[config.mk]
export PLATFORM = sky130hd
export DESIGN_NAME = linear_interp_rational_resampler
export DESIGN_NICKNAME = d
export VERILOG_FILES = /design/src/rtl/lirr_pkg.sv /design/src/rtl/lirr_divider.sv /design/src/rtl/lirr_out_stage.sv /design/src/rtl/linear_interp_rational_resampler.sv
export SDC_FILE = /design/constraint.sdc
export NUM_CORES = 1
export LEC_CHECK = 0
export BUFFER_PORTS_ARGS = -buffer_cell sky130_fd_sc_hd__buf_2
export CORE_MARGIN = 10
export CORE_UTILIZATION = 68
export CTS_CLUSTER_DIAMETER = 150
export CTS_CLUSTER_SIZE = 14
export DETAILED_ROUTE_END_ITERATION = 6
export GPL_TIMING_DRIVEN = 0
export PLACE_DENSITY = 0.95
export SYNTH_ARGS = -nofsm -noshare
export SYNTH_HDL_FRONTEND = slang
export SYNTH_HIERARCHICAL = 1
export SYNTH_SLANG_ARGS = --single-unit
[constraint.sdc]
create_clock -name clk -period 9.05 [get_ports clk]
set_input_delay 0 -clock clk [delete_from_list [all_inputs] [get_ports clk]]
set_output_delay 0 -clock clk [all_outputs]
set_load 0.03 [all_outputs]
[src/rtl/lirr_pkg.sv]
// Shared types and constants for the linear interpolation rational resampler.
// Used by every module of the block; depends on nothing else.
package lirr_pkg;

  localparam int UP_REG_W   = 5;
  localparam int DOWN_REG_W = 8;
  localparam int CFG_DATA_W = 8;
  localparam int CFG_IDX_W  = 1;

  localparam logic [CFG_IDX_W-1:0] CFG_UP   = 1'b0;
  localparam logic [CFG_IDX_W-1:0] CFG_DOWN = 1'b1;

  typedef enum logic [2:0] {
    ST_IDLE,
    ST_DIVIDE,
    ST_SEG,
    ST_FLAT,
    ST_FINISH
  } lirr_state_t;

  // Command from the sequencer to the output stage.
  typedef struct packed {
    logic push;   // new kept point; the held one (if any) leaves as a non-final item
    logic flush;  // held point leaves as the final item of this run
    logic eos;    // the run belongs to the final sample of the signal
  } lirr_cmd_t;

  // Status from the output stage back to the sequencer.
  typedef struct packed {
    logic pend_v;
    logic out_free;
  } lirr_stat_t;

endpackage

[src/rtl/lirr_divider.sv]
// Iterative restoring divider, one quotient bit per cycle.
// Uses lirr_pkg only through the common import convention.
module lirr_divider import lirr_pkg::*; #(
  parameter int NUM_W = 16,
  parameter int DEN_W = 5
) (
  input  logic             clk,
  input  logic             rst,
  input  logic             start,
  input  logic [NUM_W-1:0] dividend,
  input  logic [DEN_W-1:0] divisor,
  output logic             done,
  output logic [NUM_W-1:0] quotient,
  output logic [DEN_W-1:0] remainder
);

  localparam int CNT_W = $clog2(NUM_W + 1);

  logic             busy;
  logic [CNT_W-1:0] cnt;
  logic [DEN_W-1:0] rem;
  logic [NUM_W-1:0] quo;
  logic [DEN_W:0]   trial;
  logic             ge;
  logic [DEN_W-1:0] rem_next;

  // The partial remainder stays below the divisor, so it fits DEN_W bits.
  always_comb begin
    trial    = {rem, quo[NUM_W-1]};
    ge       = trial >= {1'b0, divisor};
    rem_next = ge ? DEN_W'(trial - {1'b0, divisor}) : trial[DEN_W-1:0];
  end

  always_ff @(posedge clk) begin
    if (rst) begin
      busy <= 1'b0;
      done <= 1'b0;
      cnt  <= '0;
    end else begin
      done <= 1'b0;
      if (start) begin
        busy <= 1'b1;
        cnt  <= '0;
        rem  <= '0;
        quo  <= dividend;
      end else if (busy) begin
        rem <= rem_next;
        quo <= {quo[NUM_W-2:0], ge};
        cnt <= cnt + CNT_W'(1);
        if (cnt == CNT_W'(NUM_W - 1)) begin
          busy <= 1'b0;
          done <= 1'b1;
        end
      end
    end
  end

  assign quotient  = quo;
  assign remainder = rem;

endmodule

[src/rtl/lirr_out_stage.sv]
// Output stage: holds the latest kept point until it is known whether it ends
// its run, then passes it to the output register. Depends on lirr_pkg.
module lirr_out_stage import lirr_pkg::*; #(
  parameter int SAMPLE_BITS = 16
) (
  input  logic                   clk,
  input  logic                   rst,
  input  lirr_cmd_t              cmd,
  input  logic [SAMPLE_BITS-1:0] value,
  output lirr_stat_t             stat,
  output logic                   out_valid,
  input  logic                   out_stall,
  output logic [SAMPLE_BITS-1:0] sample_out,
  output logic                   last_of_run,
  output logic                   end_of_signal
);

  logic                   pend_v;
  logic [SAMPLE_BITS-1:0] pend_val;
  logic                   out_free;

  assign out_free      = !out_valid || !out_stall;
  assign stat.pend_v   = pend_v;
  assign stat.out_free = out_free;

  always_ff @(posedge clk) begin
    if (rst) begin
      pend_v    <= 1'b0;
      out_valid <= 1'b0;
    end else begin
      if (cmd.push && pend_v) begin
        out_valid     <= 1'b1;
        sample_out    <= pend_val;
        last_of_run   <= 1'b0;
        end_of_signal <= 1'b0;
      end else if (cmd.flush && pend_v) begin
        out_valid     <= 1'b1;
        sample_out    <= pend_val;
        last_of_run   <= 1'b1;
        end_of_signal <= cmd.eos;
        pend_v        <= 1'b0;
      end else if (out_free) begin
        out_valid <= 1'b0;
      end
      if (cmd.push) begin
        pend_v   <= 1'b1;
        pend_val <= value;
      end
    end
  end

endmodule

[src/rtl/linear_interp_rational_resampler.sv]
// Linear interpolation rational resampler, top level with the point sequencer.
// An item with a previous sample goes through the divider, then yields one interpolated
// point per cycle while the output does not stall (up, plus up more for a final sample),
// then a finish step. A new item is taken only once the last one is done, as the single
// divider and the single point adder serve one item at a time. Output stalls hold the sequencer.
// Reset (rst, synchronous) clears the registers to 1/1 and forgets the previous sample.
module linear_interp_rational_resampler import lirr_pkg::*; #(
  parameter int MAX_UP      = 16,
  parameter int SAMPLE_BITS = 16
) (
  input  logic                   clk,
  input  logic                   rst,
  input  logic                   cfg_we,
  input  logic [CFG_IDX_W-1:0]   cfg_index,
  input  logic [CFG_DATA_W-1:0]  cfg_data,
  input  logic                   in_valid,
  output logic                   in_stall,
  input  logic [SAMPLE_BITS-1:0] sample_in,
  input  logic                   last_sample,
  output logic                   out_valid,
  input  logic                   out_stall,
  output logic [SAMPLE_BITS-1:0] sample_out,
  output logic                   last_of_run,
  output logic                   end_of_signal
);

  localparam int UPW = $clog2(MAX_UP + 1);
  localparam int QW  = SAMPLE_BITS + 1;

  logic [UP_REG_W-1:0]   up_factor;
  logic [DOWN_REG_W-1:0] down_factor;
  logic [UPW-1:0]        up_eff;
  logic [DOWN_REG_W-1:0] down_eff;

  lirr_state_t state, state_next;

  logic [SAMPLE_BITS-1:0] prev_sample;
  logic                   have_prev;
  logic [DOWN_REG_W-1:0]  keep_phase;
  logic [SAMPLE_BITS-1:0] cur_l;
  logic                   last_l;
  logic                   d_neg;
  logic [QW-1:0]          q;
  logic [UPW-1:0]         r;
  logic [QW-1:0]          dq;
  logic [UPW-1:0]         dr;
  logic [UPW-1:0]         j;

  logic [QW-1:0]          diff;
  logic [SAMPLE_BITS-1:0] mag;
  logic                   div_start;
  logic                   div_done;
  logic [SAMPLE_BITS-1:0] mq;
  logic [UPW-1:0]         mr;

  logic [UPW:0]           r_sum;
  logic                   r_wrap;
  logic [UPW-1:0]         r_next;
  logic [QW-1:0]          q_next;
  logic [QW-1:0]          q_adj;
  logic [DOWN_REG_W-1:0]  kp_next;
  logic                   seg_end;
  logic                   adv;

  lirr_cmd_t              cmd;
  lirr_stat_t             stat;

  // Configuration registers.
  always_ff @(posedge clk) begin
    if (rst) begin
      up_factor   <= UP_REG_W'(1);
      down_factor <= DOWN_REG_W'(1);
    end else if (cfg_we) begin
      unique case (cfg_index)
        CFG_UP:   up_factor   <= cfg_data[UP_REG_W-1:0];
        CFG_DOWN: down_factor <= cfg_data[DOWN_REG_W-1:0];
        default:  ;
      endcase
    end
  end

  always_comb begin
    if (up_factor == '0) begin
      up_eff = UPW'(1);
    end else if (int'(up_factor) > MAX_UP) begin
      up_eff = UPW'(MAX_UP);
    end else begin
      up_eff = UPW'(up_factor);
    end
    down_eff = (down_factor == '0) ? DOWN_REG_W'(1) : down_factor;
  end

  // Segment slope and its magnitude for the divider.
  always_comb begin
    diff = {sample_in[SAMPLE_BITS-1], sample_in} - {prev_sample[SAMPLE_BITS-1], prev_sample};
    mag  = diff[QW-1] ? SAMPLE_BITS'(QW'(0) - diff) : diff[SAMPLE_BITS-1:0];
  end

  lirr_divider #(
    .NUM_W (SAMPLE_BITS),
    .DEN_W (UPW)
  ) u_div (
    .clk       (clk),
    .rst       (rst),
    .start     (div_start),
    .dividend  (mag),
    .divisor   (up_eff),
    .done      (div_done),
    .quotient  (mq),
    .remainder (mr)
  );

  // The point value is kept as floor quotient q and remainder r of the exact
  // numerator; each step adds the floor-divided slope dq, dr.
  always_comb begin
    r_sum   = {1'b0, r} + {1'b0, dr};
    r_wrap  = r_sum >= {1'b0, up_eff};
    r_next  = r_wrap ? UPW'(r_sum - {1'b0, up_eff}) : r_sum[UPW-1:0];
    q_next  = q + dq + QW'(r_wrap);
    // Truncation toward zero differs from floor only for a negative inexact value.
    q_adj   = (q[QW-1] && r != '0) ? q + QW'(1) : q;
    kp_next = (keep_phase + DOWN_REG_W'(1) >= down_eff) ? '0 : keep_phase + DOWN_REG_W'(1);
    seg_end = j == up_eff - UPW'(1);
    adv     = !stat.pend_v || stat.out_free;
  end

  // Next state.
  always_comb begin
    state_next = state;
    unique case (state)
      ST_IDLE: begin
        if (in_valid) begin
          if (have_prev) begin
            state_next = ST_DIVIDE;
          end else if (last_sample) begin
            state_next = ST_FLAT;
          end
        end
      end
      ST_DIVIDE: begin
        if (div_done) begin
          state_next = ST_SEG;
        end
      end
      ST_SEG: begin
        if (adv && seg_end) begin
          state_next = last_l ? ST_FLAT : ST_FINISH;
        end
      end
      ST_FLAT: begin
        if (adv && seg_end) begin
          state_next = ST_FINISH;
        end
      end
      ST_FINISH: begin
        if (adv) begin
          state_next = ST_IDLE;
        end
      end
      default: state_next = ST_IDLE;
    endcase
  end

  // Outputs of the sequencer.
  always_comb begin
    in_stall  = 1'b1;
    div_start = 1'b0;
    cmd       = '0;
    cmd.eos   = last_l;
    unique case (state) inside
      ST_IDLE: begin
        in_stall  = rst;
        div_start = in_valid && have_prev;
      end
      ST_DIVIDE: ;
      ST_SEG, ST_FLAT: begin
        cmd.push = adv && (keep_phase == '0);
      end
      ST_FINISH: begin
        cmd.flush = stat.pend_v && stat.out_free;
      end
      default: ;
    endcase
  end

  always_ff @(posedge clk) begin
    if (rst) begin
      state       <= ST_IDLE;
      have_prev   <= 1'b0;
      keep_phase  <= '0;
      prev_sample <= '0;
    end else begin
      state <= state_next;
      unique case (state) inside
        ST_IDLE: begin
          if (in_valid) begin
            cur_l       <= sample_in;
            last_l      <= last_sample;
            d_neg       <= diff[QW-1];
            prev_sample <= sample_in;
            have_prev   <= !last_sample;
            if (keep_phase >= down_eff) begin
              keep_phase <= '0;
            end
            q  <= have_prev ? {prev_sample[SAMPLE_BITS-1], prev_sample}
                            : {sample_in[SAMPLE_BITS-1], sample_in};
            r  <= '0;
            dq <= '0;
            dr <= '0;
            j  <= '0;
          end
        end
        ST_DIVIDE: begin
          if (div_done) begin
            if (d_neg) begin
              dq <= QW'(0) - {1'b0, mq} - QW'(mr != '0);
              dr <= (mr != '0) ? up_eff - mr : '0;
            end else begin
              dq <= {1'b0, mq};
              dr <= mr;
            end
          end
        end
        ST_SEG, ST_FLAT: begin
          if (adv) begin
            keep_phase <= kp_next;
            if (seg_end) begin
              // The flat segment of the final sample starts from that sample.
              q  <= {cur_l[SAMPLE_BITS-1], cur_l};
              r  <= '0;
              dq <= '0;
              dr <= '0;
              j  <= '0;
            end else begin
              q <= q_next;
              r <= r_next;
              j <= j + UPW'(1);
            end
          end
        end
        ST_FINISH: begin
          if (last_l) begin
            keep_phase <= '0;
          end
        end
        default: ;
      endcase
    end
  end

  lirr_out_stage #(
    .SAMPLE_BITS (SAMPLE_BITS)
  ) u_out (
    .clk           (clk),
    .rst           (rst),
    .cmd           (cmd),
    .value         (q_adj[SAMPLE_BITS-1:0]),
    .stat          (stat),
    .out_valid     (out_valid),
    .out_stall     (out_stall),
    .sample_out    (sample_out),
    .last_of_run   (last_of_run),
    .end_of_signal (end_of_signal)
  );

`ifndef SYNTH
  a_idle_nothing_held: assert property (@(posedge clk) disable iff (rst)
    state == ST_IDLE |-> !stat.pend_v)
    else $error("point held back while the sequencer is idle");

  a_div_done_in_divide: assert property (@(posedge clk) disable iff (rst)
    div_done |-> state == ST_DIVIDE)
    else $error("divider finished outside the divide state");

  a_rem_in_range: assert property (@(posedge clk) disable iff (rst)
    (state == ST_SEG || state == ST_FLAT) |-> r < up_eff)
    else $error("interpolation remainder not below the up factor");

  a_phase_in_range: assert property (@(posedge clk) disable iff (rst)
    (state == ST_DIVIDE || state == ST_SEG || state == ST_FLAT) |-> keep_phase < down_eff)
    else $error("decimation phase not below the down factor");

  a_finish_leaves: assert property (@(posedge clk) disable iff (rst)
    (state == ST_FINISH && !stat.pend_v) |=> state == ST_IDLE)
    else $error("finish state held with nothing to flush");
`endif

endmodule

After elaboration in Yosys (flattened, before gate mapping)
Index checks and enable logic that the tools add are counted.
{"block": "totals", "out_inout_bits": 20, "inputBits": 31, "register_bits": 172}
{"block": "op_classes", "reduce_logical": 41, "n_eq_ne": 17, "add_sub_neg": 15, "magnitude_cmp": 5, "n_bitwise": 3, "n_mux": 67}
{"cell": "$mux 17", "count": 9}
{"cell": "$mux 16", "count": 6}
{"cell": "$mux 5", "count": 15}
{"cell": "$pmux 17 s3", "count": 1}
{"cell": "$mux 8", "count": 6}
{"cell": "$pmux 17 s2", "count": 1}
{"cell": "$mux 3", "count": 8}
{"cell": "$pmux 8 s3", "count": 1}
{"cell": "$pmux 5 s2", "count": 2}
{"cell": "$add 17x1->17", "count": 1}
{"cell": "$add 17x17->17", "count": 1}
{"cell": "$sub 1x16->17 const A", "count": 1}
{"cell": "$sub 16x16->17", "count": 1}
{"cell": "$sub 17x1->17", "count": 1}
{"cell": "$add 16x1->16 const B", "count": 1}
{"cell": "$ge 8x8->1", "count": 2}
{"cell": "$logic_not 8->1", "count": 2}
{"cell": "$mux 1", "count": 16}
{"cell": "$sub 1x16->16 const A", "count": 1}
{"cell": "$pmux 3 s5", "count": 1}
{"cell": "$pmux 5 s3", "count": 1}
{"cell": "$sub 5x5->5", "count": 3}
{"cell": "$ne 2x2->1 const B", "count": 7}
{"cell": "$reduce_and 2->1", "count": 7}
{"cell": "other kinds (28)", "count": 53}

Longest topological paths before layout
{"block": "depth", "ltp_word": 8, "mapped_depth": 22, "ltp_nobuf": 22}

By module
Netlist, hierarchy kept.
{"mod": "linear_interp_rational_resampler", "seq_area_each_um2": 2832.7, "n_inst": 1, "cells_each": 1001, "area_per_inst_um2": 8710.9}
{"mod": "lirr_divider", "seq_area_each_um2": 770.7, "n_inst": 1, "cells_each": 113, "area_per_inst_um2": 1396.3}
{"mod": "lirr_out_stage", "seq_area_each_um2": 1061.0, "n_inst": 1, "cells_each": 48, "area_per_inst_um2": 1132.3}

Worst setup path after synthesis
No wires, ideal clock.
{"block": "synth_timing", "path_kind": "register -> register", "start": "reg r[0]", "end": "reg q[16], data pin", "stages_incl_launch_ff": 21, "n_path_buf": 0, "setup_ps": 265, "slack_ps": 4507, "period_less_slack_ps": 4543, "arrival_time_ps": 4278, "cell_sequence": "edfxtp_1 ha_1 inv_1 fa_1 inv_1 fa_1 a21o_1 a21o_1 o21ai_0 nand2_1 fa_1 fa_1 a21o_1 a21oi_1 o21ai_0 a21oi_1 a211oi_1 o31ai_1 xnor2_1 nor2_1 o21ai_0"}
{"block": "synth_via", "elab_chain_cells": 6}
{"item": "start: declaration", "line_no": "linear_interp_rational_resampler.sv:44", "source": "logic [UPW-1:0] r;"}
{"item": "start signal: assignment", "line_no": "linear_interp_rational_resampler.sv:236", "source": "r <= r_next;"}
{"item": "$add 5x5->6", "line_no": "linear_interp_rational_resampler.sv:116", "source": "r_sum = {1'b0, r} + {1'b0, dr};"}
{"item": "$ge 6x5->1", "line_no": "linear_interp_rational_resampler.sv:117", "source": "r_wrap = r_sum >= {1'b0, up_eff};"}
{"item": "$add 17x1->17", "line_no": "linear_interp_rational_resampler.sv:119", "source": "q_next = q + dq + QW'(r_wrap);"}
{"item": "$mux 17", "line_no": "linear_interp_rational_resampler.sv:227", "source": "if (seg_end) begin"}
{"item": "$mux 17", "line_no": "linear_interp_rational_resampler.sv:225", "source": "if (adv) begin"}
{"item": "$pmux 17 s2", "line_no": "linear_interp_rational_resampler.sv:194", "source": "unique case (state) inside"}
{"item": "end signal: assignment", "line_no": "linear_interp_rational_resampler.sv:205", "source": "q <= have_prev ? {prev_sample[SAMPLE_BITS-1], prev_sample}"}
{"item": "end signal: assignment", "line_no": "linear_interp_rational_resampler.sv:229", "source": "q <= {cur_l[SAMPLE_BITS-1], cur_l};"}
{"item": "end signal: assignment", "line_no": "linear_interp_rational_resampler.sv:235", "source": "q <= q_next;"}
{"item": "end: declaration", "line_no": "linear_interp_rational_resampler.sv:43", "source": "logic [QW-1:0] q;"}
Every way passes these cells. The select of a mux whose other input is x is not followed.
A chain may end at the register's enable or synchronous reset.

Worst setup path after layout
{"block": "layout_timing", "start": "reg up_factor[4]", "end": "reg q[16], data pin"}
{"block": "layout_via", "elab_chain_cells": 8, "elab_cells_between_ends": 11, "classes_between": "2 x add/sub; 2 x order compare; 1 x eq/ne; 5 x mux; 1 x reduce/logical"}
{"item": "start: declaration", "line_no": "linear_interp_rational_resampler.sv:30", "source": "logic [UP_REG_W-1:0] up_factor;"}
{"item": "start signal: assignment", "line_no": "linear_interp_rational_resampler.sv:75", "source": "CFG_UP: up_factor <= cfg_data[UP_REG_W-1:0];"}
{"item": "$gt 5x5->1", "line_no": "linear_interp_rational_resampler.sv:85", "source": "end else if (int'(up_factor) > MAX_UP) begin"}
{"item": "$mux 5", "line_no": "linear_interp_rational_resampler.sv:85"}
{"item": "$mux 5 (*)", "line_no": "linear_interp_rational_resampler.sv:83", "source": "if (up_factor == '0) begin"}
{"item": "named net up_eff[0]", "line_no": "linear_interp_rational_resampler.sv:32", "source": "logic [UPW-1:0] up_eff;"}
{"item": "$ge 6x5->1 or $sub 5x1->5 (tied branches)", "line_no": "linear_interp_rational_resampler.sv:117, linear_interp_rational_resampler.sv:123"}
{"item": "$add 17x1->17 or $eq 5x5->1 (tied branches)", "line_no": "linear_interp_rational_resampler.sv:119, linear_interp_rational_resampler.sv:123"}
{"item": "$mux 17 (*)", "line_no": "linear_interp_rational_resampler.sv:227"}
{"item": "$mux 17 (*)", "line_no": "linear_interp_rational_resampler.sv:225"}
{"item": "$pmux 17 s2 (*)", "line_no": "linear_interp_rational_resampler.sv:194"}
Mark *: on every way through the listed nets, which the timed path passes. The rest lies on a longest branch. The select of a mux whose other input is x is not followed.

==> flow_summary.json <==
{
  "die_x_um": 149,
  "crit_cells": 22,
  "seq_area_um2": 4660,
  "setup_tns_ps": 0,
  "drtIter0Drc": 1145,
  "power_density_nw_per_um2": 269,
  "synth_area_leaders": "edfxtp_1 (33%), ha_1 (10%), dfxtp_1 (8.9%)",
  "grt_pass1_wl_um": 48100,
  "cp_slowest_cell": "fa_1",
  "holdPathStages": 3,
  "synth_ff_type": "edfxtp_1",
  "ys_seq_area_share_pct": 41.5,
  "clk_pin_slew_worst_paths_ps": 70,
  "synth-edff-count": 122,
  "pwr-share-seq_pct": 33.5,
  "fillers": 933,
  "worst_pin_slew_ps": 1380,
  "start_util_pct": 70.0,
  "wire_per_inst_um": 20.1,
  "clkPwrFrac_pct": 21.9,
  "synth_top_area_share_pct": 32.6,
  "rows": 46,
  "status": "finished clean",
  "cts_sinks": 172,
  "final_common_cell": "edfxtp_1",
  "wirelength_um": 29900,
  "p_int_w": 0.00203,
  "cts-root-buf": "clkbuf_16",
  "port_buffers": 48,
  "final_cell_mix": "edfxtp_1 (122), a21oi_1 (97), nor2_1 (94), nand2_1 (94), ha_1 (90)",
  "syn_area_per_cell_um2": 9.67,
  "drv_slew": 0,
  "routed_via_density": 6.48,
  "rsz0062_at_grt": "no",
  "netlist_instances": 1162,
  "nets": 1389,
  "synth.largest_area_cell": "edfxtp_1",
  "hold_viol": 0,
  "io_pins": 51,
  "antenna_found_initial": 0,
  "p_switching_w": 0.00138,
  "syn_to_final_growth_pct": 13.0,
  "maxCapViolations": 0,
  "cp_num_buf_inv": 4,
  "setup_violations": 0,
  "swShare_pct": 40.4,
  "multiInputGateArea_um2": 6080,
  "p_leak_nw": 5.02,
  "dr.pass1.iters": 6,
  "ff2ff_path_depth": 22,
  "cts_resized": 0,
  "ys_async_sr_fraction_pct": 0,
  "post_cts.repair.setup_buffers": 0,
  "grt_pass1_vias": 9684,
  "hpwl_um": 20800,
  "cts-hold-fix-buffers": 28,
  "synth-seq-cells": 172,
  "syn_area_um2": 11200,
  "htreeDepth": 4,
  "grt_use_total_pct": 27.1,
  "antenna_cells": 0,
  "grt_max_degree": 19,
  "crit_required_ps": 9320,
  "grt_overflow": 0,
  "ys_types": 79,
  "period_minus_slack_ps": 5750,
  "clock_latency_ps": 450,
  "endpoint_kind": "flip-flop",
  "p_comb_share_pct": 44.5,
  "vdd_drop_max_uv": 187,
  "start_kind": "flip-flop",
  "numCtsBuffers": 17,
  "fmax_ghz": 0.174,
  "crit_type": "flip-flop to flip-flop",
  "place.gp.congestion": 0.990,
  "antenna_left": 0,
  "cp_common_cell": "o21ai_0",
  "worstPathMaxFanout": 10,
  "path_cells": "clkbuf_1 -> inv_1 -> o21ai_0 -> inv_1 -> ha_1 -> inv_1 -> fa_1 -> a21o_1 -> a21o_1 -> o21ai_0 -> nand2_1 -> fa_1 -> fa_1 -> a21o_1 -> a21oi_1 -> o21ai_0 -> a21oi_1 -> a211oi_1 -> o31ai_1 -> xnor2_1 -> nor2_1 -> o21ai_0",
  "dieHeight_um": 149,
  "relSlewSlack_pct": 7.95,
  "max_stage_delay_ps": 500,
  "ys_warn_count": 6,
  "power.total_w": 0.00341,
  "drc_errors": 0,
  "clock_skew_ps": 10.4,
  "drive_gt1_share_pct": 10.8,
  "core-area_um2": 16100,
  "finalCritPeriodShare_pct": 63.5,
  "worstPathArrival_ps": 6020,
  "cts_tree": "done",
  "design.die.area_um2": 22100,
  "cts.path.max_buffers": 2,
  "critical_path.top_delay_family": "compound AO/OA/AOI/OAI gates",
  "holdCritPathClass": "primary input to flip-flop",
  "syn_nets": 1290,
  "via_count": 9661
}
flip-flops by register name (all words and copies together) (netlist names), 3 cells and up:
| signal | flops |
|---|---|
| down_factor | 8 |
| j | 5 |
| u_div/remainder | 5 |
| r | 5 |
| dr | 5 |
| state | 3 |
| u_div/cnt | 5 |
| q | 17 |
| keep_phase | 8 |
| prev_sample | 16 |
| up_factor | 5 |
| u_out/sample_out | 16 |
| cur_l | 16 |
| u_div/quotient | 16 |
| dq | 17 |
| u_out/pend_val | 16 |
Yosys cell counts (29+ instances only):
master,n
edfxtp_1,122
a21oi_1,98
nor2_1,96
nand2_1,94
ha_1,90
inv_1,88
xnor2_1,54
dfxtp_1,50
o21ai_0,34
xor2_1,34
clkbuf_1,32
nand3_1,31
mux2i_1,29
area by class of cell:
cell class | count | area share [%]
flip-flops and latches | 172 | 36.7
well taps | 216 | 2.13
clock inverters | 12 | 0.946
inverters | 90 | 2.66
clock buffers | 20 | 3.77
multi-input cells | 859 | 47.9
plain buffers | 41 | 1.31
repair buffers | 80 | 4.51
metal layers:
layer	wire, um	track usage, %	share of wire (%)	vias to the layer above
li1	-	-	-	4388
met1	11000	31.4	37	4508
met2	14400	44.9	48	620
met3	2890	5.34	9.7	145
met4	1560	17.8	5.2	0
met5	0	0	0	-
power groups by stage:
stage               Combinational, W  Sequential [W]  Clock, W
global route                 0.00165         0.00115  0.000783
finish                       0.00152         0.00114  0.000748
floorplan                    0.00107         0.00112         0
global placement             0.00133         0.00115         0
detailed placement           0.00141         0.00115         0
CTS                          0.00147         0.00114  0.000747
worst paths after layout:
kind                          start             endpoint  slack [ps]
setup / recovery       up_factor[4]                q[16]        3300
hold / removal               cfg_we       down_factor[3]          30
setup reg to reg       up_factor[4]                q[16]        3300
hold reg to reg   u_out/pend_val[9]  u_out/sample_out[9]         420
cell families after synthesis:
kind of cell / count (synthesis) / synth area share (%)
DFF: 172 / 41.5
buffers and inverters: 131 / 4.49
adders and majority gates: 98 / 11.4
and+or+nand+nor: 354 / 15.5
xor gates and xnor gates: 90 / 7.20
AOI/OAI and AO/OA: 268 / 15.4
muxes: 49 / 4.59
worst register-to-register path: stages (launching register included):
cell	delay, ps
dfxtp_1	300
clkbuf_1	250
inv_1	270
o21ai_0	310
inv_1	210
ha_1	170
inv_1	70
fa_1	420
a21o_1	180
a21o_1	190
o21ai_0	220
nand2_1	280
fa_1	500
fa_1	420
a21o_1	180
a21oi_1	230
o21ai_0	180
a21oi_1	270
a211oi_1	160
o31ai_1	340
xnor2_1	180
nor2_1	50
o21ai_0	190
per-stage QoR:
step / std cells / setup WS, ps / hold WS, ps / instance area, um^2 / util, %
floorplan: 1162 / 4510 / 62.4 / 11200 / -
global placement: 1426 / 3760 / 216 / 11800 / 73.2
detailed placement: 1430 / 3730 / 226 / 11800 / 73.6
CTS: 1490 / 3490 / 2.02 / 12700 / 79.0
global route: 1490 / 2990 / 53.5 / 12700 / 79.1
finish: 1490 / 3300 / 28.6 / 12700 / 79.1
(Power assumes the default switching activity.)
